File: src/rtl/nnsc_pkg.sv
// Shared types and constants for the NV12 nearest-neighbor scaler.
// No dependencies; every other file but nnsc_if refers to this package by scoped names.
package nnsc_pkg;

   // configuration register indexes
   localparam logic [2:0] CSR_ENABLE     = 3'd0;
   localparam logic [2:0] CSR_SRC_WIDTH  = 3'd1;
   localparam logic [2:0] CSR_SRC_HEIGHT = 3'd2;
   localparam logic [2:0] CSR_SRC_FORMAT = 3'd3;
   localparam logic [2:0] CSR_DST_WIDTH  = 3'd4;
   localparam logic [2:0] CSR_DST_HEIGHT = 3'd5;

   // response status codes
   localparam logic [1:0] ST_OK      = 2'd0;
   localparam logic [1:0] ST_EMPTY   = 2'd1;
   localparam logic [1:0] ST_OUTSIDE = 2'd2;

   // request kinds and layouts
   localparam logic REQ_LOAD = 1'b0;
   localparam logic REQ_READ = 1'b1;
   localparam logic FMT_NV12 = 1'b0;
   localparam logic FMT_YUYV = 1'b1;

   localparam int NUM_W  = 15;  // x*sw and y*sh products
   localparam int ADDR_W = 17;  // unwrapped byte address

   localparam int DEF_MAX_SRC_WIDTH  = 128;
   localparam int DEF_MAX_SRC_HEIGHT = 64;
   localparam int DEF_STORE_BYTES    = 16384;

   typedef struct packed {
      logic              is_read;
      logic [1:0]        status;
      logic              plane;
      logic              v;
      logic [NUM_W-1:0]  rem_x;
      logic [NUM_W-1:0]  rem_y;
      logic [7:0]        qx;
      logic [7:0]        qy;
      logic [ADDR_W-1:0] addr;
      logic [7:0]        data;
   } nnsc_item_type;

endpackage

File: src/rtl/nnsc_addr_wrap.sv
// Two-stage address wrap modulo the store size (reciprocal multiply + fixup, or pass-through).
// Depends on nnsc_pkg (item struct, address width).
module nnsc_addr_wrap #(
   parameter int STORE_BYTES = nnsc_pkg::DEF_STORE_BYTES,
   parameter int MEM_AW      = $clog2(STORE_BYTES)
) (
   input  logic                   clock,
   input  logic                   reset,
   input  logic                   in_valid,
   output logic                   in_ready,
   input  nnsc_pkg::nnsc_item_type in_item,
   output logic                   out_valid,
   input  logic                   out_ready,
   output nnsc_pkg::nnsc_item_type out_item,
   output logic [MEM_AW-1:0]      out_index
);

   localparam int AW = nnsc_pkg::ADDR_W;

   logic                    a_valid_ff;
   nnsc_pkg::nnsc_item_type a_item_ff;
   logic                    b_valid_ff;
   nnsc_pkg::nnsc_item_type b_item_ff;
   logic [MEM_AW-1:0]       b_index_ff;
   logic [MEM_AW-1:0]       index_in;
   logic                    b_ready;

   assign b_ready  = !b_valid_ff || out_ready;
   assign in_ready = !a_valid_ff || b_ready;

   if (STORE_BYTES >= (1 << AW)) begin : g_pass
      assign index_in = MEM_AW'(a_item_ff.addr);
   end else begin : g_recip
      localparam int SH = AW + $clog2(STORE_BYTES);
      localparam longint unsigned RECIP = (longint'(1) << SH) / longint'(STORE_BYTES);
      localparam logic [AW:0]   RECIP_V = (AW + 1)'(RECIP);
      localparam logic [AW-1:0] N_V     = AW'(STORE_BYTES);
      logic [AW-1:0] q_ff;
      logic [AW-1:0] q_in;
      logic [2*AW:0] prod;
      logic [AW-1:0] rem;
      logic [AW-1:0] rem_fix;

      assign prod    = {{(AW){1'b0}}, in_item.addr} * {{(AW){1'b0}}, RECIP_V};
      assign q_in    = AW'(prod >> SH);
      assign rem     = a_item_ff.addr - AW'(q_ff * N_V);
      assign rem_fix = (rem >= N_V) ? rem - N_V : rem;
      assign index_in = MEM_AW'(rem_fix);

      always_ff @(posedge clock) begin
         if (in_ready && in_valid) begin
            q_ff <= q_in;
         end
      end
   end

   assign out_valid = b_valid_ff;
   assign out_item  = b_item_ff;
   assign out_index = b_index_ff;

   always_ff @(posedge clock) begin
      if (reset) begin
         a_valid_ff <= 1'b0;
         b_valid_ff <= 1'b0;
      end else begin
         if (in_ready) a_valid_ff <= in_valid;
         if (b_ready)  b_valid_ff <= a_valid_ff;
      end
      if (in_ready && in_valid) begin
         a_item_ff <= in_item;
      end
      if (b_ready && a_valid_ff) begin
         b_item_ff  <= a_item_ff;
         b_index_ff <= index_in;
      end
   end

endmodule

File: config.mk
export PLATFORM = sky130hd
export DESIGN_NAME = nnsc_addr_wrap
export DESIGN_NICKNAME = d
export VERILOG_FILES = /design/src/rtl/nnsc_pkg.sv /design/src/rtl/nnsc_addr_wrap.sv
export SDC_FILE = /design/constraint.sdc
export NUM_CORES = 1
export LEC_CHECK = 0
export BUFFER_PORTS_ARGS = -buffer_cell sky130_fd_sc_hd__buf_2
export CORE_MARGIN = 4
export CORE_UTILIZATION = 35
export CTS_CLUSTER_DIAMETER = 50
export DETAILED_ROUTE_END_ITERATION = 16
export HOLD_SLACK_MARGIN = 0.02
export PLACE_DENSITY_LB_ADDON = 0.08
export SYNTH_ARGS = -nofsm -noshare
export SYNTH_HDL_FRONTEND = slang
export SYNTH_SLANG_ARGS = --single-unit
File: constraint.sdc
create_clock -name clock -period 3.87 [get_ports clock]
set_input_delay 0.774 -clock clock [delete_from_list [all_inputs] [get_ports clock]]
set_output_delay 0.774 -clock clock [all_outputs]
set_load 0.02 [all_outputs]
==> flow_summary.toml <==
[timing]
worst_slack_ns = 1.90
tns_ns = 0
slew_viol_final = 0
fin_worst_skew_ns = 0.00264
period_needed_ns = 1.97
max_freq_ghz = 0.508
holdWs_ns = 0.416
rsz0062_at_grt = "false"
max_slew_margin = 0.319
timing.final.crit_share = 0.508
worst_pin_slew_ns = 1.02
setup-violations-final = 0
hold_viol_final = 0

[critical_path]
crit_arrival_ns = 1.19
cp_max_fo = 3
path_class = "input pin to output port"
start_kind = "input pin"
required_ns = 3.10
worst_setup_path_end_kind = "output port"
worstRegToRegCells = 2

[place]
port_buffers = 171
gp_congestion = 0.663
place_area_um2 = 5750
dp_slack_ns = 1.60

[cts]
post_cts_buffers = 0
clk_latency_ns = 0.41
cts_tree = "done"
cts-root-buf = "clkbuf_16"
cts-buffers-inserted = 17
cts.path.max_buffers = 2
cts_hold_buffers = 0
cts_resized = 0
htreeDepth = 4
clkSinkCount = 154
clk_pin_slew_ns = 0.06

[global_routing]
grt-ovfl-total = 0
grt_pass1_vias = 2323
grt_pass1_wl_um = 12700
grt_usage = 0.111
grt_max_degree = 77
antenna_found_initial = 0

[pwr]
ir_drop_mv = 0.356
power.density_nw_per_um2 = 600
leakagePower_uw = 0.00248
power.total_uw = 3800

[synthesis]
synth_nets = 256
synth.area.top_cells = "edfxtp_1 (96%), buf_4 (2.2%), dfxtp_1 (0.84%)"
syn_inst = 176
yosysWarnings = 0
synth_area_leader_cell = "edfxtp_1"
yosys_register_bits = 154
avgSynthCellArea_um2 = 27.1
yosysUniqueCellTypes = 10
seq_area_frac_synth = 0.965
synth_top_cell_area_share = 0.956
synth_area_um2 = 4770

[finish]
area_growth_pct = 32.7
antennaDiodeCount = 0
layout-drive-gt1-share = 0.552
final_cell_area_um2 = 6330
nets = 432
layout_common_cells = "buf_2 (171), edfxtp_1 (152), clkbuf_16 (17)"
final_common_cell = "buf_2"
fillCellCount = 1170

[outcome]
status = "complete, no violations"

[floorplan]
die_height_um = 125
ios = 172
rows = 42
fp.dieW_um = 125
core-area_um2 = 13300
dieArea_um2 = 15600
start_util = 0.359

[drt]
ant_nets = 0
drc = 0
dr.pass1.iters = 4
wl_per_cell_um = 15.6
vias = 2228
routed_wl_um = 8420
drt_iter0_markers = 184
viasPerCell = 4.13

[worst_hold_path]
hold_depth = 0
hold_path_class = "flop to flop"

[run]
drv_cap = 0
## sequential cells by signal, summed over array words and instances (netlist names)
signal / flops
out_item: 76
a_item_ff: 76
a_valid_ff: 1
out_valid: 1
## worst max-delay path: stages
cell and delay [ns]:
buf_2 0.10, nand3b_4 0.15, buf_2 0.17
## worst paths after layout
path	from	endpoint	slack, ns
min	a_item_ff[41]	out_item[41]	0.42
min reg2reg	a_item_ff[41]	out_item[41]	0.42
max reg2reg	out_valid	a_item_ff[21]	2.18
max	out_ready	in_ready	1.90
## synthesized netlist by cell type
master	instances
edfxtp_1	152
buf_4	14
dfxtp_1	2
inv_1	2
a21oi_1	1
a21oi_2	1
and2_2	1
and2_4	1
nand2b_1	1
nand3b_4	1
## routing by layer
metal,track usage,vias up,wire [µm]
li1,-,1041,-
met1,0.129,1065,3360
met2,0.171,109,4170
met3,0.0523,13,740
met4,0.0580,0,156
met5,0,-,0
## per-stage QoR
step           std cells  utilization
6_report             540        0.476
3_5_place_dp         509        0.432
3_3_place_gp         509        0.432
2_1_floorplan        176            -
4_1_cts              540        0.476
5_1_grt              540        0.476
## final cells by class
| class | count | area [µm²] | area share |
|---|---|---|---|
| inverters | 2 | 7.51 | 0.00119 |
| multi-input cells | 6 | 57.6 | 0.00909 |
| flip-flops and latches | 154 | 4600 | 0.727 |
| well taps | 176 | 220 | 0.0348 |
| clock inverters | 11 | 153 | 0.0241 |
| clock buffers | 20 | 437 | 0.0689 |
| repair buffers | 171 | 856 | 0.135 |
## cells by family after synthesis
group | after synthesis | synth area share
compound gates | 2 | 0.00288
simple gates | 4 | 0.00891
flops | 154 | 0.965
buf+inv | 16 | 0.0236
## where the power goes
group          leakage [µW]  total [µW]  internal [µW]  switching [µW]
logic              0.000719         176           58.2             118
registers           0.00147        1960           1940            23.0
clock network      0.000292        1660           1060             597
Note: power is estimated with default switching activity, not from simulation.
