==> src/rtl/nnsc_pkg.sv <==
// Shared types and constants for the NV12 nearest-neighbor scaler.
// No dependencies; every other file but nnsc_if refers to this package by scoped names.
package nnsc_pkg;

   // configuration register indexes
   localparam logic [2:0] CSR_ENABLE     = 3'd0;
   localparam logic [2:0] CSR_SRC_WIDTH  = 3'd1;
   localparam logic [2:0] CSR_SRC_HEIGHT = 3'd2;
   localparam logic [2:0] CSR_SRC_FORMAT = 3'd3;
   localparam logic [2:0] CSR_DST_WIDTH  = 3'd4;
   localparam logic [2:0] CSR_DST_HEIGHT = 3'd5;

   // response status codes
   localparam logic [1:0] ST_OK      = 2'd0;
   localparam logic [1:0] ST_EMPTY   = 2'd1;
   localparam logic [1:0] ST_OUTSIDE = 2'd2;

   // request kinds and layouts
   localparam logic REQ_LOAD = 1'b0;
   localparam logic REQ_READ = 1'b1;
   localparam logic FMT_NV12 = 1'b0;
   localparam logic FMT_YUYV = 1'b1;

   localparam int NUM_W  = 15;  // x*sw and y*sh products
   localparam int ADDR_W = 17;  // unwrapped byte address

   localparam int DEF_MAX_SRC_WIDTH  = 128;
   localparam int DEF_MAX_SRC_HEIGHT = 64;
   localparam int DEF_STORE_BYTES    = 16384;

   typedef struct packed {
      logic              is_read;
      logic [1:0]        status;
      logic              plane;
      logic              v;
      logic [NUM_W-1:0]  rem_x;
      logic [NUM_W-1:0]  rem_y;
      logic [7:0]        qx;
      logic [7:0]        qy;
      logic [ADDR_W-1:0] addr;
      logic [7:0]        data;
   } nnsc_item_type;

endpackage

==> src/rtl/nnsc_addr_gen.sv <==
// Address stage: clamps the scaled coordinate and forms the byte address.
// Depends on nnsc_pkg (item struct, codes, widths).
module nnsc_addr_gen (
   input  logic                   clock,
   input  logic                   reset,
   input  logic [7:0]             sw,
   input  logic [6:0]             sh,
   input  logic                   fmt,
   input  logic [14:0]            plane_base,
   input  logic                   in_valid,
   output logic                   in_ready,
   input  nnsc_pkg::nnsc_item_type in_item,
   output logic                   out_valid,
   input  logic                   out_ready,
   output nnsc_pkg::nnsc_item_type out_item
);

   localparam int AW = nnsc_pkg::ADDR_W;

   logic                    valid_ff;
   nnsc_pkg::nnsc_item_type item_ff;
   nnsc_pkg::nnsc_item_type item_in;

   always_comb begin
      logic [7:0]  sx_l;
      logic [6:0]  sy_l;
      logic [7:0]  sx_c;
      logic [7:0]  sy_c;
      logic [7:0]  sy_2;
      logic [6:0]  row;
      logic [14:0] prod;
      logic [AW-1:0] sx;
      sx_l = (in_item.qx > sw - 8'd1) ? sw - 8'd1 : in_item.qx;
      sy_l = (in_item.qy[6:0] > sh - 7'd1) ? sh - 7'd1 : in_item.qy[6:0];
      // chroma: even pair positions, clamped to the last full pair
      if (sw < 8'd2) begin
         sx_c = 8'd0;
      end else begin
         sx_c = ({in_item.qx[7:1], 1'b0} > sw - 8'd2) ? sw - 8'd2 : {in_item.qx[7:1], 1'b0};
      end
      sy_2 = {in_item.qy[6:0], 1'b0};
      if (sh < 7'd2) begin
         sy_c = 8'd0;
      end else begin
         sy_c = (sy_2 > {1'b0, sh} - 8'd2) ? {1'b0, sh} - 8'd2 : sy_2;
      end
      if (!in_item.plane) begin
         row = sy_l;
         sx  = AW'(sx_l);
      end else if (fmt == nnsc_pkg::FMT_NV12) begin
         row = sy_c[7:1];
         sx  = AW'(sx_c);
      end else begin
         row = sy_c[6:0];
         sx  = AW'(sx_c);
      end
      prod = 15'({8'd0, row} * {7'd0, sw});
      item_in = in_item;
      if (in_item.is_read) begin
         unique case ({in_item.plane, fmt})
            {1'b0, nnsc_pkg::FMT_NV12}: item_in.addr = AW'(prod) + sx;
            {1'b0, nnsc_pkg::FMT_YUYV}: item_in.addr =
               ((AW'(prod) + {sx[AW-1:1], 1'b0}) << 1) + {{(AW-2){1'b0}}, sx[0], 1'b0};
            {1'b1, nnsc_pkg::FMT_NV12}: item_in.addr =
               AW'(plane_base) + AW'(prod) + sx + AW'(in_item.v);
            default: item_in.addr =
               ((AW'(prod) + sx) << 1) + {{(AW-2){1'b0}}, in_item.v, 1'b1};
         endcase
      end
   end

   assign in_ready  = !valid_ff || out_ready;
   assign out_valid = valid_ff;
   assign out_item  = item_ff;

   always_ff @(posedge clock) begin
      if (reset) begin
         valid_ff <= 1'b0;
      end else if (in_ready) begin
         valid_ff <= in_valid;
      end
      if (in_ready && in_valid) begin
         item_ff <= item_in;
      end
   end

endmodule

==> config.mk <==
export PLATFORM = sky130hd
export DESIGN_NAME = nnsc_addr_gen
export DESIGN_NICKNAME = d
export VERILOG_FILES = /design/src/rtl/nnsc_pkg.sv /design/src/rtl/nnsc_addr_gen.sv
export SDC_FILE = /design/constraint.sdc
export NUM_CORES = 1
export LEC_CHECK = 0
export ABC_AREA = 1
export BUFFER_PORTS_ARGS = -buffer_cell sky130_fd_sc_hd__buf_2
export CAP_MARGIN = 20
export CORE_ASPECT_RATIO = 0.5
export CORE_MARGIN = 4
export CORE_UTILIZATION = 55
export CTS_BUF_LIST = sky130_fd_sc_hd__clkbuf_16
export DETAILED_ROUTE_END_ITERATION = 12
export PLACE_DENSITY = 0.8
export SYNTH_ARGS = -nofsm -noshare
export SYNTH_HDL_FRONTEND = slang
export SYNTH_SLANG_ARGS = --single-unit
==> constraint.sdc <==
create_clock -name clock -period 12.06 [get_ports clock]
set_input_delay 2.412 -clock clock [delete_from_list [all_inputs] [get_ports clock]]
set_output_delay 2.412 -clock clock [all_outputs]
set_load 0.03 [all_outputs]
==> metrics.cfg, run 1 <==
[status]
status = finished clean

[sta]
setup_viol = 0
min_period_ns = 10.63
rsz0062_at_grt = false
period_share_pct = 88.2
maxSlewViolCount = 0
finalSetupTns_ns = 0
tightest_slew_ns = 1.05
final_hold_viol_count = 0
fmax_ghz = 0.0940
max-slew-margin-rel_pct = 29.5
skew_ns = 0.00869

[placed_design]
port_buffers = 188
dp_hpwl_mm = 22.9
post-place-cells = 1538
globalplace.congestion = 0.985

[floorplan]
dieArea_um2 = 18300
start_util_pct = 56.7
io_pins = 189
die_height_um = 97.6
rows = 32
core-area_um2 = 15600
chipWidth_um = 187

[synthesis]
syn_inst = 1161
syn-num-nets = 1414
ys_warn_count = 0
seq_area_frac_synth_pct = 26.1
yosysUniqueCellTypes = 46
ys_seq_elements = 77
synth_top_area_share_pct = 25.8
yosysTopAreaCell = edfxtp_1
synthFlopType = edfxtp_1
synth_edf_count = 76
netlist_area_um2 = 8830
synthTopCellsByArea = edfxtp_1 (26%), ha_1 (14%), nand2_1 (12%)
avgSynthCellArea_um2 = 7.61
async_flop_share_pct = 0

[detailed_routing]
drtPass1Iterations = 5
ant_nets = 0
routed_wl_mm = 27.5
drc_errors = 0
vias = 8760
detail_route.vias_per_cell = 5.63
wl_per_cell_um = 17.7
drt_iter0_drc = 795

[cts]
clk_latency_ns = 0.33
cts_buffers = 9
ctsResizeCount = 0
cts_root_buf = clkbuf_16
cts_sinks = 77
tritoncts = yes
clock_path_buffers = 2
postCtsSetupBuffers = 0
postCtsHoldBufs = 0
clk_pin_slew_worst_paths_ns = 0.07
h-tree-depth = 3

[critical_path]
critPathKind = in2reg
cp_slowest_stage_delay_ns = 0.54
critPathArrivalTime_ns = 10.73
cp_common_cell = nand2_1
critPathLaunchType = input port
crit_fanout = 12
required_ns = 12.15
crit_path_end_kind = flop
slowest_stage = fa_1

[global_route]
antenna_found_initial = 1
overflow = 0
grt_max_degree = 55
grtUsageTotal_pct = 29.4
grt_pass1_wl_mm = 43.1
first_global_vias = 8122

[finish]
nets = 1598
multi_input_area_um2 = 5860
n_fill_cell = 1348
seq_area_um2 = 2300
drive_gt1_share_pct = 19.0
final_cell_mix = nand2_1 (289), buf_2 (188), inv_1 (150)
syn2layout_area_growth_pct = 16.2
final_common_cell = nand2_1
layout.cells.non_filler = 1555

[min_path]
min_path_type = reg2reg

[flow_run]
max_cap_violations = 0

final timing paths:
| path | startpoint | cells past startpoint | endpoint | slack, ns |
|---|---|---|---|---|
| min reg2reg | out_valid | 2 | out_valid | 0.59 |
| min | out_valid | 2 | out_valid | 0.59 |
| max | sh[1] | 48 | out_item[24] | 1.43 |
| max reg2reg | out_valid | 2 | out_item[12] | 10.02 |
critical path, delay by kind of cell:
family / cells / cell delay [ns]
xor gates and xnor gates: 1 / 0.20
and+or+nand+nor: 21 / 2.41
buffers and inverters: 10 / 1.09
AOI/OAI and AO/OA: 7 / 0.72
adders and majority gates: 9 / 3.88
per-layer routing:
metal,up-vias,global-route usage (%),wire (µm)
met3,28,6.25,2980
met5,-,0,0
met4,0,5.91,361
li1,4250,-,-
met1,4059,43.9,12700
met2,423,44.0,11400
Yosys cell counts (10+ instances only):
| cell | n |
|---|---|
| clkbuf_1 | 11 |
| xor2_1 | 21 |
| a21oi_1 | 67 |
| xnor2_1 | 10 |
| nand3_1 | 80 |
| edfxtp_1 | 76 |
| inv_1 | 150 |
| nor3_1 | 12 |
| fa_1 | 41 |
| o21ai_0 | 48 |
| ha_1 | 101 |
| nor2_1 | 111 |
| o211ai_1 | 18 |
| nand4_1 | 21 |
| nand2_1 | 289 |
flip-flops by register name, summed over array words and instances, names as in the netlist:
signal,cells
out_valid,1
out_item,76
per-stage QoR:
step                util [%]  instance area (µm²)  hold slack, ns  setup WS (ns)
floorplan                  -                 8830           0.832           2.05
global placement        64.0                 9970           0.539           1.37
detailed placement      64.0                 9970           0.552           1.15
CTS                     65.9                10300           0.573           1.48
global route            65.9                10300           0.594          0.628
finish                  65.9                10300           0.595           1.43
area by class of cell:
| class | instances | share of cell area (%) |
|---|---|---|
| sequential | 77 | 22.4 |
| multi-input combinational | 905 | 57.1 |
| antenna | 1 | 0.0244 |
| timing repair buffer | 189 | 9.24 |
| clock inverter | 7 | 0.622 |
| inverter | 163 | 5.96 |
| clock buffer | 9 | 2.19 |
| tap | 204 | 2.49 |
logic make-up after synthesis:
logic type | after synthesis | share of synthesized area, %
DFF | 77 | 26.1
buffers and inverters | 179 | 7.78
xor gates and xnor gates | 34 | 3.63
and+or+nand+nor | 562 | 28.1
adders and majority gates | 142 | 23.6
AOI/OAI and AO/OA | 167 | 10.9
Power of run 1 is not shown: default switching activity piles up to over one toggle a cycle in this logic, so the estimate is an artifact.
==> run 2, diff against run 1 <==
- ABC_AREA: 1 -> default
- CORE_MARGIN: 4 -> 5
==> run 2 against run 1 <==
Against the previous run: synthesized cell count decreased by 20%; sequential share of layout area decreased by 0.49 points; area after synthesis grew 1.5%; worst hold slack lost 0.044 ns; critical path depth fell by 10; register-to-register slack better by 0.39 ns; first-iteration DRC count decreased by 23%; clock skew decreased by 0.0039 ns; via count is 11% lower; flip-flop and latch count unchanged; die area is 4.5% higher; critical endpoint is now out_item[22]; highest routed layer unchanged.
==> metrics.cfg, run 2 <==
[global_route]
grt_pass1_wl_mm = 39.0
antenna_found_initial = 0
overflow = 0
grtUsageTotal_pct = 25.5
grt_max_degree = 77
first_global_vias = 7721

[critical_path]
rrSetupSlack_ns = 10.41
critPathArrivalTime_ns = 11.36
slowest_stage = fa_1
rr_startpoint = out_valid
ff2ff_path_depth = 2
cp_slowest_stage_delay_ns = 0.54
crit_fanout = 8
required_ns = 12.11
critPathLaunchType = input port
critPathKind = in2reg
r2r-end = out_item[72]
crit_path_end_kind = flop

[synthesis]
synthAdderAreaFrac_pct = 23.3
synth_top_area_share_pct = 25.5
yosys.area_share.xor_xnor_pct = 8.19
yosysTopAreaCell = edfxtp_1
yosysUniqueCellTypes = 84
synth.most_common_cell = ha_1
seq_area_frac_synth_pct = 25.7
synthTopCellsByCount = ha_1 (101), inv_1 (85), edfxtp_1 (76), nand2_1 (59), nor2_1 (59)
ys_seq_elements = 77
synthFlopType = edfxtp_1
synth_compound_area_share_pct = 15.9
avgSynthCellArea_um2 = 9.70
async_flop_share_pct = 0
netlist_area_um2 = 8960
synthTopCellsByArea = edfxtp_1 (25%), ha_1 (14%), fa_1 (9.2%)
synth_mux_area_share_pct = 5.53
synth_top_family_by_area = adder cells
syn_inst = 924
syn-num-nets = 1177
yosys.area_share.simple_pct = 16.4
ys_warn_count = 0
synth_edf_count = 76

[detailed_routing]
vias = 7781
drt_iter0_drc = 614
wl_per_cell_um = 18.4
routed_wl_mm = 24.7
ant_nets = 0
drc_errors = 0
detail_route.vias_per_cell = 5.79
drtPass1Iterations = 6

[placed_design]
port_buffers = 188
dp_slack_ns = 0.279
dp_hpwl_mm = 20.3
globalplace.congestion = 0.940
place_area_um2 = 10200

[sta]
setup_slack_ns = 0.747
setup_viol = 0
fmax_ghz = 0.0884
min_period_ns = 11.31
tightest_slew_ns = 1.00
final_hold_viol_count = 0
period_share_pct = 93.8
skew_ns = 0.00477
maxSlewViolCount = 0
max-slew-margin-rel_pct = 32.7

[cts]
cts_root_buf = clkbuf_16
cts_buffers = 9
cts_sinks = 77
postCtsHoldBufs = 0
clk_pin_slew_worst_paths_ns = 0.06
h-tree-depth = 3
clk_latency_ns = 0.34
clock_path_buffers = 2
tritoncts = yes

[floorplan]
dieArea_um2 = 19100
die_height_um = 100
io_pins = 189
core-area_um2 = 16200
rows = 33
chipWidth_um = 191
start_util_pct = 55.4

[min_path]
whs_path_depth = 2
min_path_type = reg2reg
min_to = out_valid
holdCritStartpoint = out_valid

[status]
status = finished clean

[finish]
drive_gt1_share_pct = 24.9
fin_util_pct = 64.9
stdcell_area_um2 = 10500
syn2layout_area_growth_pct = 17.1
final_cell_mix = buf_2 (188), ha_1 (101), inv_1 (85)
largest_reg_flops = 76
diodes = 0
multi_input_area_um2 = 6210
final_common_cell = buf_2
seq_area_um2 = 2300
nets = 1364
n_fill_cell = 1380

[flow_run]
max_cap_violations = 0

-- run 2: cell count changes in the layout (fill, tap and decap cells not counted), moves of 13 or more --
| cell | before | now |
|---|---|---|
| a21o_1 | 1 | 30 |
| a21oi_1 | 66 | 47 |
| and2_1 | 2 | 32 |
| buf_4 | 1 | 19 |
| inv_1 | 150 | 85 |
| mux4_2 | 0 | 13 |
| nand2_1 | 289 | 59 |
| nand2b_1 | 0 | 21 |
| nand3_1 | 80 | 13 |
| nor2_1 | 111 | 58 |
| o211ai_1 | 18 | 5 |
| o21ai_0 | 48 | 33 |
| xnor2_1 | 10 | 52 |
-- run 2: cell families after synthesis --
family          count (synthesis)
buf+inv                       117
fa+ha+maj                     142
mux                            32
flops                          77
xor+xnor                       83
compound gates                197
simple gates                  276
-- run 2: worst max path at each step --
stage	slack [ns]	startpoint	end
5_1_grt	-0.002	sh[1]	out_item[23]
2_1_floorplan	1.11	sh[1]	out_item[23]
3_3_place_gp	0.51	sh[0]	out_item[23]
6_report	0.75	sh[0]	out_item[22]
3_5_place_dp	0.28	sh[1]	out_item[23]
4_1_cts	0.57	sh[0]	out_item[23]
-- run 2: stage by stage --
step           hold slack [ns]  std cells  TNS [ns]
2_1_floorplan            0.860        924         0
3_3_place_gp             0.495       1325         0
3_5_place_dp             0.540       1325         0
4_1_cts                  0.548       1341         0
5_1_grt                  0.586       1343  -0.00157
6_report                 0.550       1343         0
-- run 2: timing repair --
action	CTS	global route
setup endpoints to repair	0	3
resized for setup	0	2
setup buffers	0	2
hold endpoints to repair	0	0
-- run 2: worst max-delay path: cells and delay by family --
family / cells / cell delay (ns)
muxes: 1 / 0.20
xor gates and xnor gates: 4 / 0.97
adders and majority gates: 8 / 3.40
and+or+nand+nor: 5 / 1.07
buffers and inverters: 7 / 0.83
AOI/OAI and AO/OA: 13 / 2.47
-- run 2: cell type report --
| class | instances | area share, % |
|---|---|---|
| multi-input cells | 730 | 59.2 |
| flip-flops and latches | 77 | 21.9 |
| repair buffers | 207 | 10.3 |
| inverters | 86 | 3.12 |
| well taps | 227 | 2.71 |
| clock buffers | 9 | 2.15 |
| clock inverters | 7 | 0.560 |
-- run 2: metal layers --
layer | global-route usage, % | vias up | part of all wire, %
li1 | - | 3702 | -
met1 | 35.6 | 3741 | 44
met2 | 43.1 | 306 | 46
met3 | 3.72 | 32 | 8.2
met4 | 5.07 | 0 | 1.3
met5 | 0 | - | 0
Power of run 2 is left out for the same reason.
