## src/rtl/nnsc_pkg.sv

```systemverilog
// Shared types and constants for the NV12 nearest-neighbor scaler.
// No dependencies; every other file but nnsc_if refers to this package by scoped names.
package nnsc_pkg;

   // configuration register indexes
   localparam logic [2:0] CSR_ENABLE     = 3'd0;
   localparam logic [2:0] CSR_SRC_WIDTH  = 3'd1;
   localparam logic [2:0] CSR_SRC_HEIGHT = 3'd2;
   localparam logic [2:0] CSR_SRC_FORMAT = 3'd3;
   localparam logic [2:0] CSR_DST_WIDTH  = 3'd4;
   localparam logic [2:0] CSR_DST_HEIGHT = 3'd5;

   // response status codes
   localparam logic [1:0] ST_OK      = 2'd0;
   localparam logic [1:0] ST_EMPTY   = 2'd1;
   localparam logic [1:0] ST_OUTSIDE = 2'd2;

   // request kinds and layouts
   localparam logic REQ_LOAD = 1'b0;
   localparam logic REQ_READ = 1'b1;
   localparam logic FMT_NV12 = 1'b0;
   localparam logic FMT_YUYV = 1'b1;

   localparam int NUM_W  = 15;  // x*sw and y*sh products
   localparam int ADDR_W = 17;  // unwrapped byte address

   localparam int DEF_MAX_SRC_WIDTH  = 128;
   localparam int DEF_MAX_SRC_HEIGHT = 64;
   localparam int DEF_STORE_BYTES    = 16384;

   typedef struct packed {
      logic              is_read;
      logic [1:0]        status;
      logic              plane;
      logic              v;
      logic [NUM_W-1:0]  rem_x;
      logic [NUM_W-1:0]  rem_y;
      logic [7:0]        qx;
      logic [7:0]        qy;
      logic [ADDR_W-1:0] addr;
      logic [7:0]        data;
   } nnsc_item_type;

endpackage

```

## src/rtl/nnsc_div_stage.sv

```systemverilog
// One pipelined restoring-division stage: two quotient bits for x and y.
// Depends on nnsc_pkg (item struct).
module nnsc_div_stage #(
   parameter int BIT_HI = 7
) (
   input  logic                   clock,
   input  logic                   reset,
   input  logic [7:0]             w,
   input  logic [6:0]             h,
   input  logic                   in_valid,
   output logic                   in_ready,
   input  nnsc_pkg::nnsc_item_type in_item,
   output logic                   out_valid,
   input  logic                   out_ready,
   output nnsc_pkg::nnsc_item_type out_item
);

   logic                    valid_ff;
   nnsc_pkg::nnsc_item_type item_ff;
   nnsc_pkg::nnsc_item_type item_in;

   always_comb begin
      logic [15:0] dx;
      logic [15:0] dy;
      item_in = in_item;
      for (int k = 0; k < 2; k++) begin
         dx = {8'd0, w} << (BIT_HI - k);
         dy = {9'd0, h} << (BIT_HI - k);
         if ({1'b0, item_in.rem_x} >= dx) begin
            item_in.rem_x = item_in.rem_x - dx[nnsc_pkg::NUM_W-1:0];
            item_in.qx    = item_in.qx | (8'd1 << (BIT_HI - k));
         end
         if ({1'b0, item_in.rem_y} >= dy) begin
            item_in.rem_y = item_in.rem_y - dy[nnsc_pkg::NUM_W-1:0];
            item_in.qy    = item_in.qy | (8'd1 << (BIT_HI - k));
         end
      end
   end

   assign in_ready  = !valid_ff || out_ready;
   assign out_valid = valid_ff;
   assign out_item  = item_ff;

   always_ff @(posedge clock) begin
      if (reset) begin
         valid_ff <= 1'b0;
      end else if (in_ready) begin
         valid_ff <= in_valid;
      end
      if (in_ready && in_valid) begin
         item_ff <= item_in;
      end
   end

endmodule

```

## config.mk

```make
export PLATFORM = sky130hd
export DESIGN_NAME = nnsc_div_stage
export DESIGN_NICKNAME = d
export VERILOG_FILES = /design/src/rtl/nnsc_pkg.sv /design/src/rtl/nnsc_div_stage.sv
export SDC_FILE = /design/constraint.sdc
export NUM_CORES = 1
export LEC_CHECK = 0
export ABC_AREA = 1
export BUFFER_PORTS_ARGS = -buffer_cell sky130_fd_sc_hd__buf_2
export CAP_MARGIN = 30
export CORE_MARGIN = 3
export CORE_UTILIZATION = 33
export CTS_BUF_LIST = sky130_fd_sc_hd__clkbuf_4
export CTS_CLUSTER_DIAMETER = 80
export CTS_CLUSTER_SIZE = 12
export DETAILED_ROUTE_END_ITERATION = 8
export SLEW_MARGIN = 20
export SYNTH_ARGS = -nofsm -noshare
export SYNTH_HDL_FRONTEND = slang
export SYNTH_SLANG_ARGS = --single-unit
export TNS_END_PERCENT = 20
```

## constraint.sdc

```tcl
create_clock -name clock -period 16.62 [get_ports clock]
set_input_delay 3.324 -clock clock [delete_from_list [all_inputs] [get_ports clock]]
set_output_delay 3.324 -clock clock [all_outputs]
set_load 0.02 [all_outputs]
```

==> metrics.log, run 1 <==
[metrics] count of final max-slew check failures: 0
[metrics] RSZ-0062 raised after global routing: no
[metrics] clock root buffer: sky130_fd_sc_hd__clkbuf_4
[metrics] top-count cell post-synth: sky130_fd_sc_hd__nand2_1
[metrics] number of H-tree levels: 3
[metrics] transition time of the tightest slew-check pin: 520 ps
[metrics] post-synthesis cell type count: 41
[metrics] number of enable flip-flop cells after synthesis: 76
[metrics] status: completed
[metrics] top cells by count, synth: sky130_fd_sc_hd__nand2_1, sky130_fd_sc_hd__edfxtp_1, sky130_fd_sc_hd__inv_1
[metrics] number of CTS-inserted buffers: 9
[metrics] warning count from the yosys run: 0
[metrics] peak supply drop: 40.1 µV
[metrics] Data required, critical path: ~13000 ps
[metrics] post-detailed-route via-to-cell ratio: between 4 and 5
[metrics] worst min-delay path class: reg -> reg
[metrics] Placement Setup Slack: 9530 ps
[metrics] total design power: 555 µW
[metrics] pin count of the biggest net entering global routing: 77
[metrics] FILL cells: around 1300
[metrics] Post-Synthesis Cell Area: between 0.004 and 0.005 mm²
[metrics] slack of the critical path: 9530 ps
[metrics] wirelength, routed: 11300 µm
[metrics] Placement Rows: between 40 and 50
[metrics] count of nets after finishing: between 700 and 800
[metrics] Synth Register Bits: just under 80
[metrics] Final Hold Slack: ~560 ps
[metrics] Clock Skew: between 10 and 15 ps
[metrics] time the worst path needs with I/O delays and setup: slightly above 7000 ps
[metrics] primary flip-flop cell chosen by synthesis mapping: sky130_fd_sc_hd__edfxtp_1
[metrics] CTS Sinks: 77
[metrics] input/output buffers: 172
[metrics] GRT Overall Usage: about 14%
[metrics] nature of the critical path startpoint: input pin
[metrics] number of resized instances in the post-cts repair step: 0
[metrics] sum of negative setup slack: 0 ps
[metrics] total half-perimeter wirelength after legalization and detailed placement: between 9000 and 10000 µm
[metrics] most area-hungry cell type in the Yosys netlist: sky130_fd_sc_hd__edfxtp_1
[metrics] antenna violations before repair: 0
[metrics] die area: roughly 0.015 mm²
[metrics] number of placed instances, taps included: between 800 and 900
[metrics] Max Cap Violations: 0
[metrics] CTS Hold Bufs: 0
[metrics] Design Area, Final: ~0.0058 mm²
[metrics] number of iterations in the first detailed-routing pass: 4
[metrics] DP Area: 0.00558 mm²
[metrics] share of the synthesized area in the top cell type: about 51%
[metrics] final hold violation count: 0
[metrics] Post-route DRC: 0
[metrics] share of the clock period used by the worst path: 42.7%
[metrics] Synth Instances: 464
[metrics] wire length per cell after detailed routing: 13.6 µm
[metrics] layout overhead on the synthesized area: 27.8%
[metrics] number of failing setup endpoints in the final timing report: 0
[metrics] residual overflow from global routing: 0
[metrics] chip height: 123 µm
[metrics] Worst Path Max Fanout: 2
[metrics] number of global-route vias before repair: 3591
[metrics] maximum clock rate: between 0.1 and 0.15 GHz
[metrics] First DRT Iteration DRCs: 256
[metrics] residual antenna-violating net count after detailed routing: 0
[metrics] vias post-DR: roughly 3800
[metrics] synth top area cells: sky130_fd_sc_hd__edfxtp_1, sky130_fd_sc_hd__nand2_1, sky130_fd_sc_hd__ha_1
[metrics] Crit Path Class: in -> out
[metrics] arrival time of the worst setup path: 3770 ps
[metrics] routability congestion estimate: 0.902
[metrics] TritonCTS clock tree: yes
[metrics] die width: approximately 120 µm
[metrics] total power density per cell area: ~96 mW/mm²
[metrics] post-layout instance count excluding filler cells: 828
[metrics] fraction of final layout cells sized beyond drive strength 1: between 30% and 40%
[metrics] Std-Cell Core Area: between 0.01 and 0.015 mm²
[metrics] fin util: between 40% and 50%
[metrics] register area share after synthesis: around 51%
[metrics] number of nets produced by synthesis: ~600
[metrics] synthesized area divided by synthesized cell count: between 9 and 10 µm²
[metrics] total I/O pin count: about 170
[metrics] worst slew margin relative to its limit: about two thirds
[metrics] clock latency reported for the late side of the worst-skew pair: 410 ps
[metrics] Clk pin slew, worst setup/hold paths: about 130 ps
[metrics] setup slack of the most critical reg-to-reg path: 15160 ps
[metrics] fraction of synthesis flops using an asynchronous set or reset pin: 0%
[metrics] effective utilization at floorplan: 33.9%
[metrics] setup fix buffers added after clock tree synthesis: 0
[metrics] nature of the critical path endpoint: output pin
[metrics] first-pass GRT wire length: approximately 17000 µm
[metrics] leak pwr: 2.81 nW
[metrics] maximum clock path buffer count: 2
-- routing by layer --
| metal | share of wire, % | global-route usage (%) |
|---|---|---|
| met4 | 1.5 | 4.97 |
| met5 | 0 | 0 |
| met2 | 50 | 24.8 |
| met3 | 7.5 | 2.90 |
| met1 | 41 | 18.2 |
-- state kept, by name, summed over array words and instances (netlist names) --
name,cells
out_valid,1
out_item,76
-- cell families (layout without fill, tap and decap cells) --
family                   count (synthesis)  in the layout  share of synthesized area [%]
other                                    0              1                              0
XOR/XNOR                                18             18                           3.50
flip-flops                              77             77                           51.1
AO/OA/AOI/OAI                           37             37                           4.78
buffers and inverters                   67            254                           5.97
AND/OR/NAND/NOR                        231            231                           24.5
adder cells (fa/ha/maj)                 34             34                           10.1
-- where the power goes --
| group | switching [mW] | total, mW | internal (mW) | leakage (nW) |
|---|---|---|---|---|
| Clock | 0.0691 | 0.117 | 0.0479 | 0.0788 |
| Sequential | 0.00396 | 0.244 | 0.240 | 0.742 |
| Combinational | 0.124 | 0.194 | 0.0697 | 1.99 |
-- worst max-delay path: stages --
cell and delay, ps:
sky130_fd_sc_hd__buf_2 100, sky130_fd_sc_hd__inv_1 100, sky130_fd_sc_hd__nand2_1 80, sky130_fd_sc_hd__buf_2 160
-- placed cells by master (no fill, tap or decap), types with 3 or more instances in the layout --
master,count
sky130_fd_sc_hd__a21oi_1,21
sky130_fd_sc_hd__buf_2,172
sky130_fd_sc_hd__clkbuf_4,9
sky130_fd_sc_hd__edfxtp_1,76
sky130_fd_sc_hd__fa_1,4
sky130_fd_sc_hd__ha_1,30
sky130_fd_sc_hd__inv_1,59
sky130_fd_sc_hd__inv_2,3
sky130_fd_sc_hd__inv_6,3
sky130_fd_sc_hd__nand2_1,135
sky130_fd_sc_hd__nand3_1,29
sky130_fd_sc_hd__nand3_2,3
sky130_fd_sc_hd__nand3_4,3
sky130_fd_sc_hd__nand4_1,18
sky130_fd_sc_hd__nor2_1,23
sky130_fd_sc_hd__nor3_1,3
sky130_fd_sc_hd__o21a_1,3
sky130_fd_sc_hd__o21ai_0,3
sky130_fd_sc_hd__o21ai_1,4
sky130_fd_sc_hd__xnor2_1,7
sky130_fd_sc_hd__xor2_1,11
-- layout make-up --
cell class	count	area, µm²	area share [%]
Multi-Input combinational cell	320	1940	33.8
Timing Repair Buffer	174	896	15.6
Clock buffer	9	67.6	1.17
Sequential cell	77	2300	40.0
Tap cell	176	220	3.83
Clock inverter	7	80.1	1.39
Antenna cell	1	2.50	0.0435
Inverter	64	245	4.26
-- path summary, 6_finish.rpt --
| check | startpoint | endpoint | cells past startpoint |
|---|---|---|---|
| max | out_ready | in_ready | 4 |
| min | out_valid | out_valid | 2 |
| max reg2reg | out_valid | out_item[66] | 3 |
| min reg2reg | out_valid | out_valid | 2 |
(Power assumes the default switching activity.)
==> run 2: changes to the inputs <==
==> constraint.sdc (replaced) <==
create_clock -name clock -period 6.3 [get_ports clock]
set_input_delay 1.26 -clock clock [delete_from_list [all_inputs] [get_ports clock]]
set_output_delay 1.26 -clock clock [all_outputs]
set_load 0.02 [all_outputs]
==> run 2 against run 1 <==
Design area fell by 0.52%. Setup slack got worse by 7500 ps. Cell count did not move. Via count decreased by 1.9%. Non-clock buffer count unchanged. Register-to-register slack got worse by 10000 ps. Clock power grew 130%. Core utilization fell by 0.23 points. Critical endpoint is now out_item[39].
==> metrics.log, run 2 (synthesized netlist as in run 1, its figures left out) <==
[metrics] clock latency reported for the late side of the worst-skew pair: 410 ps (about the same)
[metrics] First DRT Iteration DRCs: 238 (-7.0%)
[metrics] max reg flops: 76 (unchanged)
[metrics] count of nets after finishing: 775 (unchanged)
[metrics] status: completed
[metrics] number of resized instances in the post-cts repair step: 0 (unchanged)
[metrics] transition time of the tightest slew-check pin: 512 ps (-7.70 ps)
[metrics] total half-perimeter wirelength after legalization and detailed placement: 9420 µm (+1.9%)
[metrics] most common library cell in the layout ignoring fill and taps: sky130_fd_sc_hd__buf_2
[metrics] met2 WL post-DR: 5720 µm (+1.4%)
[metrics] routability congestion estimate: 0.929 (+3.0%)
[metrics] Max Cap Violations: 0 (unchanged)
[metrics] Post-route DRC: 0 (unchanged)
[metrics] arrival time of the worst setup path: 4470 ps (+700 ps)
[metrics] CTS Hold Bufs: 0 (unchanged)
[metrics] setup fix buffers added after clock tree synthesis: 0 (unchanged)
[metrics] FILL cells: 1332 (+0.91%)
[metrics] share of the clock period used by the worst path: about two thirds
[metrics] nature of the critical path startpoint: input pin
[metrics] Placement Setup Slack: 1540 ps (-7990 ps)
[metrics] worst slew margin relative to its limit: 65.7% (+0.52 points)
[metrics] RSZ-0062 raised after global routing: no
[metrics] vias post-DR: 3775 (-1.9%)
[metrics] wire length on met1: 4770 µm (+3.5%)
[metrics] wire length on met3: 732 µm (-13%)
[metrics] input/output buffers: 172 (unchanged)
[metrics] number of CTS-inserted buffers: 9 (unchanged)
[metrics] final hold violation count: 0 (unchanged)
[metrics] Clk pin slew, worst setup/hold paths: 140 ps (about the same)
[metrics] Placement Rows: 42 (unchanged)
[metrics] CTS Sinks: 77 (unchanged)
[metrics] leak pwr: 2.79 nW (-0.63%)
[metrics] total power density per cell area: 248 mW/mm² (+160%)
[metrics] slack of the critical path: 1990 ps (-7540 ps)
[metrics] residual overflow from global routing: 0 (unchanged)
[metrics] worst min-delay path class: reg -> reg
[metrics] Std-Cell Core Area: 0.0133 mm² (unchanged)
[metrics] die width: 123 µm (unchanged)
[metrics] Cells on Worst Hold Path: 2 (unchanged)
[metrics] Worst Path Max Fanout: 10 (+8)
[metrics] number of H-tree levels: 3 (unchanged)
[metrics] highest-count cells in the layout ignoring fill and taps: sky130_fd_sc_hd__buf_2, sky130_fd_sc_hd__nand2_1, sky130_fd_sc_hd__edfxtp_1, sky130_fd_sc_hd__inv_1, sky130_fd_sc_hd__ha_1
[metrics] layout overhead on the synthesized area: 27.2%
[metrics] wire length per cell after detailed routing: 13.8 µm (+1.2%)
[metrics] first-pass GRT wire length: 17500 µm (+1.6%)
[metrics] die area: 0.0151 mm² (unchanged)
[metrics] clock root buffer: sky130_fd_sc_hd__clkbuf_4
[metrics] Data required, critical path: 6460 ps (-6840 ps)
[metrics] pin count of the biggest net entering global routing: 77 (unchanged)
[metrics] maximum clock path buffer count: 2 (unchanged)
[metrics] peak supply drop: 78.2 µV (+95%)
[metrics] number of failing setup endpoints in the final timing report: 0 (unchanged)
[metrics] wirelength, routed: 11400 µm (+1.2%)
[metrics] Crit Path Class: in -> reg
[metrics] number of global-route vias before repair: 3666 (+2.1%)
[metrics] maximum clock rate: 0.232 GHz
[metrics] time the worst path needs with I/O delays and setup: ~4300 ps
[metrics] number of iterations in the first detailed-routing pass: 5 (+1)
[metrics] fraction of final layout cells sized beyond drive strength 1: 33.0% (unchanged)
[metrics] effective utilization at floorplan: 33.9% (unchanged)
[metrics] nature of the critical path endpoint: flop
[metrics] GRT Overall Usage: 14.7% (+0.16 points)
[metrics] post-detailed-route via-to-cell ratio: 4.56 (-1.9%)
[metrics] count of final max-slew check failures: 0 (unchanged)
[metrics] total I/O pin count: 173 (unchanged)
[metrics] worst r2r path cells: 3 (unchanged)
[metrics] Clock Skew: 24.8 ps (+10.3 ps)
[metrics] antenna violations before repair: 0 (unchanged)
[metrics] TritonCTS clock tree: yes
[metrics] Max Used Layer: met4
[metrics] residual antenna-violating net count after detailed routing: 0 (unchanged)
[metrics] sum of negative setup slack: 0 ps (unchanged)
[metrics] chip height: 123 µm (unchanged)
run 2: cell count changes in the layout (fill, tap and decap cells not counted), sizes merged:
| cell | delta |
|---|---|
| clkinvlp | +1 |
| inv | -1 |
| bufinv | -1 |
| clkinv | +1 |
run 2: worst paths after layout:
path | from | to | slack (ps)
worst min register to register | out_valid | out_valid | 540
worst max register to register | out_valid | out_item[66] | 4750
worst min-delay path | out_valid | out_valid | 540
worst max-delay path | in_item[63] | out_item[39] | 1990
run 2: critical path: stages:
cell                      delay (ps)
sky130_fd_sc_hd__buf_2            90
sky130_fd_sc_hd__inv_1            70
sky130_fd_sc_hd__ha_1            180
sky130_fd_sc_hd__inv_1            60
sky130_fd_sc_hd__fa_1            420
sky130_fd_sc_hd__nand3_1         110
sky130_fd_sc_hd__nand3_2          80
sky130_fd_sc_hd__nand4_1         120
sky130_fd_sc_hd__nand3_4         170
sky130_fd_sc_hd__o21ai_0         440
sky130_fd_sc_hd__ha_1            340
sky130_fd_sc_hd__nand3_1          80
sky130_fd_sc_hd__nand2_1         110
sky130_fd_sc_hd__nand4_1          90
sky130_fd_sc_hd__nand2_1         110
sky130_fd_sc_hd__a21oi_4         290
sky130_fd_sc_hd__nand3_4         190
sky130_fd_sc_hd__or2_1           250
run 2: report_power, final:
part	leakage, nW	internal (mW)	switching (mW)	total [mW]
combinational	1.99	0.183	0.329	0.512
sequential	0.742	0.632	0.0115	0.644
clock	0.0644	0.0856	0.181	0.267
total	2.79	0.901	0.521	1.42
run 2: area by class of cell:
type	instances	area, µm²	area share (%)
tap	176	220	3.85
inverter	64	245	4.28
multi-input combinational	320	1940	33.9
clock inverter	7	57.6	1.01
timing repair buffer	174	888	15.5
clock buffer	9	67.6	1.18
antenna	1	2.50	0.0437
sequential	77	2300	40.2
run 2: stage by stage:
step	power, mW	std cells	cell area, µm²	hold WS, ps	utilization (%)
final	1.42	828	5730	544	43.1
after global routing	1.53	827	5720	565	43.1
after CTS	1.44	826	5700	545	42.9
after detailed placement	1.17	810	5580	531	42.0
after global placement	1.17	810	5580	511	42.0
after floorplan	1.02	464	4500	705	-
run 2: routing by layer:
layer | vias up | GRT usage (%)
met2 | 117 | 25.5
met5 | - | 0
met4 | 0 | 4.48
li1 | 1944 | -
met3 | 11 | 3.04
met1 | 1703 | 18.3
==> run 3: changes to the inputs <==
--- a/config.mk
+++ b/config.mk
@@ -5,7 +5,7 @@
 export SDC_FILE = /design/constraint.sdc
 export NUM_CORES = 1
 export LEC_CHECK = 0
-export ABC_AREA = 1
+export ABC_AREA = 0
 export BUFFER_PORTS_ARGS = -buffer_cell sky130_fd_sc_hd__buf_2
 export CAP_MARGIN = 30
 export CORE_MARGIN = 3
==> constraint.sdc (replaced) <==
create_clock -name clock -period 4.3 [get_ports clock]
set_input_delay 0.86 -clock clock [delete_from_list [all_inputs] [get_ports clock]]
set_output_delay 0.86 -clock clock [all_outputs]
set_load 0.02 [all_outputs]
==> run 3 against run 2 <==
Sequential power rose by 47%. Critical path depth fell by 1. Setup slack worse by 1800 ps. Global-route usage rose by 0.71 points. Worst hold slack got worse by 12 ps. Sequential share of layout area decreased by 3.3 points. Die area is 5.5% lower.
==> metrics.log, run 3 <==
[metrics] worst slew margin relative to its limit: 66.0% (+0.29 points)
[metrics] simple-gate portion of the synthesized area: 11.0% (-13 points)
[metrics] peak supply drop: 129 µV (+65%)
[metrics] first-pass GRT wire length: 17600 µm (+0.75%)
[metrics] die area: 0.0143 mm² (-5.5%)
[metrics] worst min-delay path class: reg -> reg
[metrics] Net Switching: 729 µW (+40%)
[metrics] post-detailed-route via-to-cell ratio: 4.62 (+1.3%)
[metrics] compound-gate portion of the synthesized area: 11.5% (+6.7 points)
[metrics] post-synthesis adder-cell area fraction: 10.7% (+0.62 points)
[metrics] internal power summed over all cells: 1.55 mW (+72%)
[metrics] xor-xnor portion of the synthesized cell area: 3.71% (+0.21 points)
[metrics] DP Area: 0.00605 mm² (+8.5%)
[metrics] residual antenna-violating net count after detailed routing: 0 (unchanged)
[metrics] input/output buffers: 172 (unchanged)
[metrics] synth top area cells: sky130_fd_sc_hd__edfxtp_1, sky130_fd_sc_hd__ha_1, sky130_fd_sc_hd__a21oi_1
[metrics] First DRT Iteration DRCs: 175 (-26%)
[metrics] cell class contributing the biggest share of worst-path delay: adder cells
[metrics] transition time of the tightest slew-check pin: 506 ps (-6.69 ps)
[metrics] number of iterations in the first detailed-routing pass: 4 (-1)
[metrics] setup slack of the most critical reg-to-reg path: 2840 ps (-1910 ps)
[metrics] count of nets after finishing: 735 (-5.2%)
[metrics] Clock power frac: 17.0% (-1.7 points)
[metrics] Sequential Power Share: 41.4% (-3.9 points)
[metrics] vias post-DR: 3604 (-4.5%)
[metrics] CP peak stage delay: 450 ps (about the same)
[metrics] slack of the critical path: 177 ps (-1810 ps)
[metrics] primary flip-flop cell chosen by synthesis mapping: sky130_fd_sc_hd__edfxtp_1
[metrics] top cells by count, synth: sky130_fd_sc_hd__edfxtp_1, sky130_fd_sc_hd__ha_1, sky130_fd_sc_hd__inv_1
[metrics] max reg flops: 76 (unchanged)
[metrics] top-count cell post-synth: sky130_fd_sc_hd__edfxtp_1
[metrics] status: completed
[metrics] total I/O pin count: 173 (unchanged)
[metrics] Clock Skew: 12.2 ps (-12.7 ps)
[metrics] warning count from the yosys run: 0 (unchanged)
[metrics] Final Hold Slack: 532 ps (-11.7 ps)
[metrics] routability congestion estimate: 0.903 (-2.8%)
[metrics] combinational share of power: 41.6% (+5.6 points)
[metrics] number of H-tree levels: 3 (unchanged)
[metrics] slowest cell on the critical path: sky130_fd_sc_hd__nor4_1
[metrics] die width: 119 µm (-2.8%)
[metrics] effective utilization at floorplan: 34.5% (+0.60 points)
[metrics] leak pwr: 2.81 nW (+0.66%)
[metrics] count of final max-slew check failures: 0 (unchanged)
[metrics] Clk pin slew, worst setup/hold paths: 120 ps (-20 ps)
[metrics] number of placed instances, taps included: 762 (-5.9%)
[metrics] number of enable flip-flop cells after synthesis: 76 (unchanged)
[metrics] total half-perimeter wirelength after legalization and detailed placement: 9220 µm (-2.2%)
[metrics] final hold violation count: 0 (unchanged)
[metrics] pin count of the biggest net entering global routing: 77 (unchanged)
[metrics] total design power: 2.28 mW (+60%)
[metrics] switching share of power: 32.0% (-4.7 points)
[metrics] Std-Cell Core Area: 0.0123 mm² (-7.4%)
[metrics] clock root buffer: sky130_fd_sc_hd__clkbuf_4
[metrics] Critical Path, Cell by Cell: buf_2 -> inv_16 -> ha_4 -> inv_2 -> fa_2 -> a211oi_2 -> o211ai_1 -> o21ai_2 -> buf_4 -> mux2_2 -> ha_1 -> nand2_1 -> nor4_1 -> nand2b_1 -> a21oi_4 -> buf_12 -> mux2_4
[metrics] nature of the critical path startpoint: input pin
[metrics] maximum clock path buffer count: 2 (unchanged)
[metrics] number of failing setup endpoints in the final timing report: 0 (unchanged)
[metrics] total power density per cell area: 366 mW/mm² (+47%)
[metrics] chip height: 119 µm (-2.8%)
[metrics] most area-hungry cell type in the Yosys netlist: sky130_fd_sc_hd__edfxtp_1
[metrics] clock latency reported for the late side of the worst-skew pair: 400 ps (about the same)
[metrics] Data required, critical path: 4450 ps (-2010 ps)
[metrics] fraction of final layout cells sized beyond drive strength 1: 51.4% (+18 points)
[metrics] register area share after synthesis: 54.2% (+3.1 points)
[metrics] Placement Setup Slack: -377 ps (-1920 ps)
[metrics] residual overflow from global routing: 0 (unchanged)
[metrics] Max Cap Violations: 0 (unchanged)
[metrics] Design Area, Final: 0.00623 mm² (+8.8%)
[metrics] number of nets produced by synthesis: 471 (-21%)
[metrics] wirelength, routed: 11200 µm (-1.8%)
[metrics] setup fix buffers added after clock tree synthesis: 0 (unchanged)
[metrics] synthesized area divided by synthesized cell count: 12.4 µm² (+28%)
[metrics] antenna violations before repair: 1 (+1)
[metrics] Post-route DRC: 0 (unchanged)
[metrics] number of global-route vias before repair: 3679 (+0.35%)
[metrics] highest-count cells in the layout ignoring fill and taps: sky130_fd_sc_hd__buf_2, sky130_fd_sc_hd__buf_4, sky130_fd_sc_hd__edfxtp_1, sky130_fd_sc_hd__ha_1, sky130_fd_sc_hd__inv_1
[metrics] Crit Path Class: in -> reg
[metrics] arrival time of the worst setup path: 4270 ps (-200 ps)
[metrics] Worst Path Max Fanout: 7 (-3)
[metrics] RSZ-0062 raised after global routing: yes
[metrics] number of CTS-inserted buffers: 9 (unchanged)
[metrics] time the worst path needs with I/O delays and setup: roughly 4000 ps
[metrics] share of the clock period used by the worst path: between 90% and 100%
[metrics] fraction of synthesis flops using an asynchronous set or reset pin: 0% (unchanged)
[metrics] maximum clock rate: roughly 0.24 GHz
[metrics] Post-Synthesis Cell Area: 0.00424 mm² (-5.8%)
[metrics] most common library cell in the layout ignoring fill and taps: sky130_fd_sc_hd__buf_2
[metrics] GRT Overall Usage: 15.4% (+0.71 points)
[metrics] CTS Sinks: 77 (unchanged)
[metrics] wire length per cell after detailed routing: 14.3 µm (+4.2%)
[metrics] Synth Register Bits: 77 (unchanged)
[metrics] layout overhead on the synthesized area: 46.8%
[metrics] fraction of synthesized area in multiplexers: 6.19% (+6.2 points)
[metrics] nature of the critical path endpoint: flop
[metrics] post-layout instance count excluding filler cells: 780 (-5.8%)
[metrics] TritonCTS clock tree: yes
[metrics] critical path buffer and inverter count: 5 (+2)
[metrics] post-synthesis cell type count: 49 (+20%)
[metrics] Placement Rows: 40 (-4.8%)
[metrics] share of the synthesized area in the top cell type: 53.8% (+3.1 points)
[metrics] Synth Instances: 342 (-26%)
[metrics] largest family of logic cells by synthesized area: compound AO/OA/AOI/OAI gates
==> run 3: worst reg2reg max path, stage by stage (launching register included) <==
cell and delay [ps]:
sky130_fd_sc_hd__dfxtp_1 330, sky130_fd_sc_hd__nand2b_1 100, sky130_fd_sc_hd__and2_4 390, sky130_fd_sc_hd__buf_16 300
==> run 3: path summary, 6_finish.rpt <==
kind                             startpoint            to  depth (start not counted)
worst min register to register    out_valid     out_valid                          2
worst max-delay path            in_item[48]  out_item[48]                         17
worst min-delay path              out_valid     out_valid                          2
worst max register to register    out_valid  out_item[31]                          3
==> run 3: area by class of cell <==
class,instances,area [µm²]
inverter,28,121
sequential,77,2300
antenna,1,2.50
timing repair buffer,254,1510
clock buffer,13,97.6
tap,168,210
multi-input combinational,236,1970
fill,1157,6080
clock inverter,3,22.5
==> run 3: power groups by stage <==
stage	registers [mW]	clock network (mW)	logic, mW
final	0.945	0.389	0.949
after global routing	0.952	0.439	1.03
after CTS	0.947	0.407	0.938
after detailed placement	0.964	0	0.935
after global placement	0.962	0	0.919
after floorplan	1.06	0	0.469
==> run 3: metal layers <==
| layer | part of all wire, % | GRT usage [%] | up-vias |
|---|---|---|---|
| met5 | 0 | 0 | - |
| met4 | 1.8 | 5.51 | 0 |
| met3 | 5.6 | 2.66 | 11 |
| met2 | 50 | 27.2 | 125 |
| met1 | 43 | 18.7 | 1645 |
| li1 | - | - | 1823 |
==> run 3: repair_timing <==
action                     CTS  global route
resized for setup            0             7
hold buffers                 0             0
setup endpoints to repair    0            15
==> run 3: cell families (layout without fill, tap and decap cells) <==
family                   after synthesis  after routing
AO/OA/AOI/OAI                         74             74
XOR/XNOR                              18             18
adder cells (fa/ha/maj)               34             34
buffers and inverters                 29            298
flip-flops                            77             77
multiplexers                          22             22
other                                  0              1
AND/OR/NAND/NOR                       88             88
==> run 3: stage by stage <==
stage	setup TNS [ps]	util, %
after floorplan	-713	-
after global placement	-2890	49.2
after detailed placement	-4590	49.2
after CTS	0	50.1
after global routing	-68.5	50.6
final	0	50.6
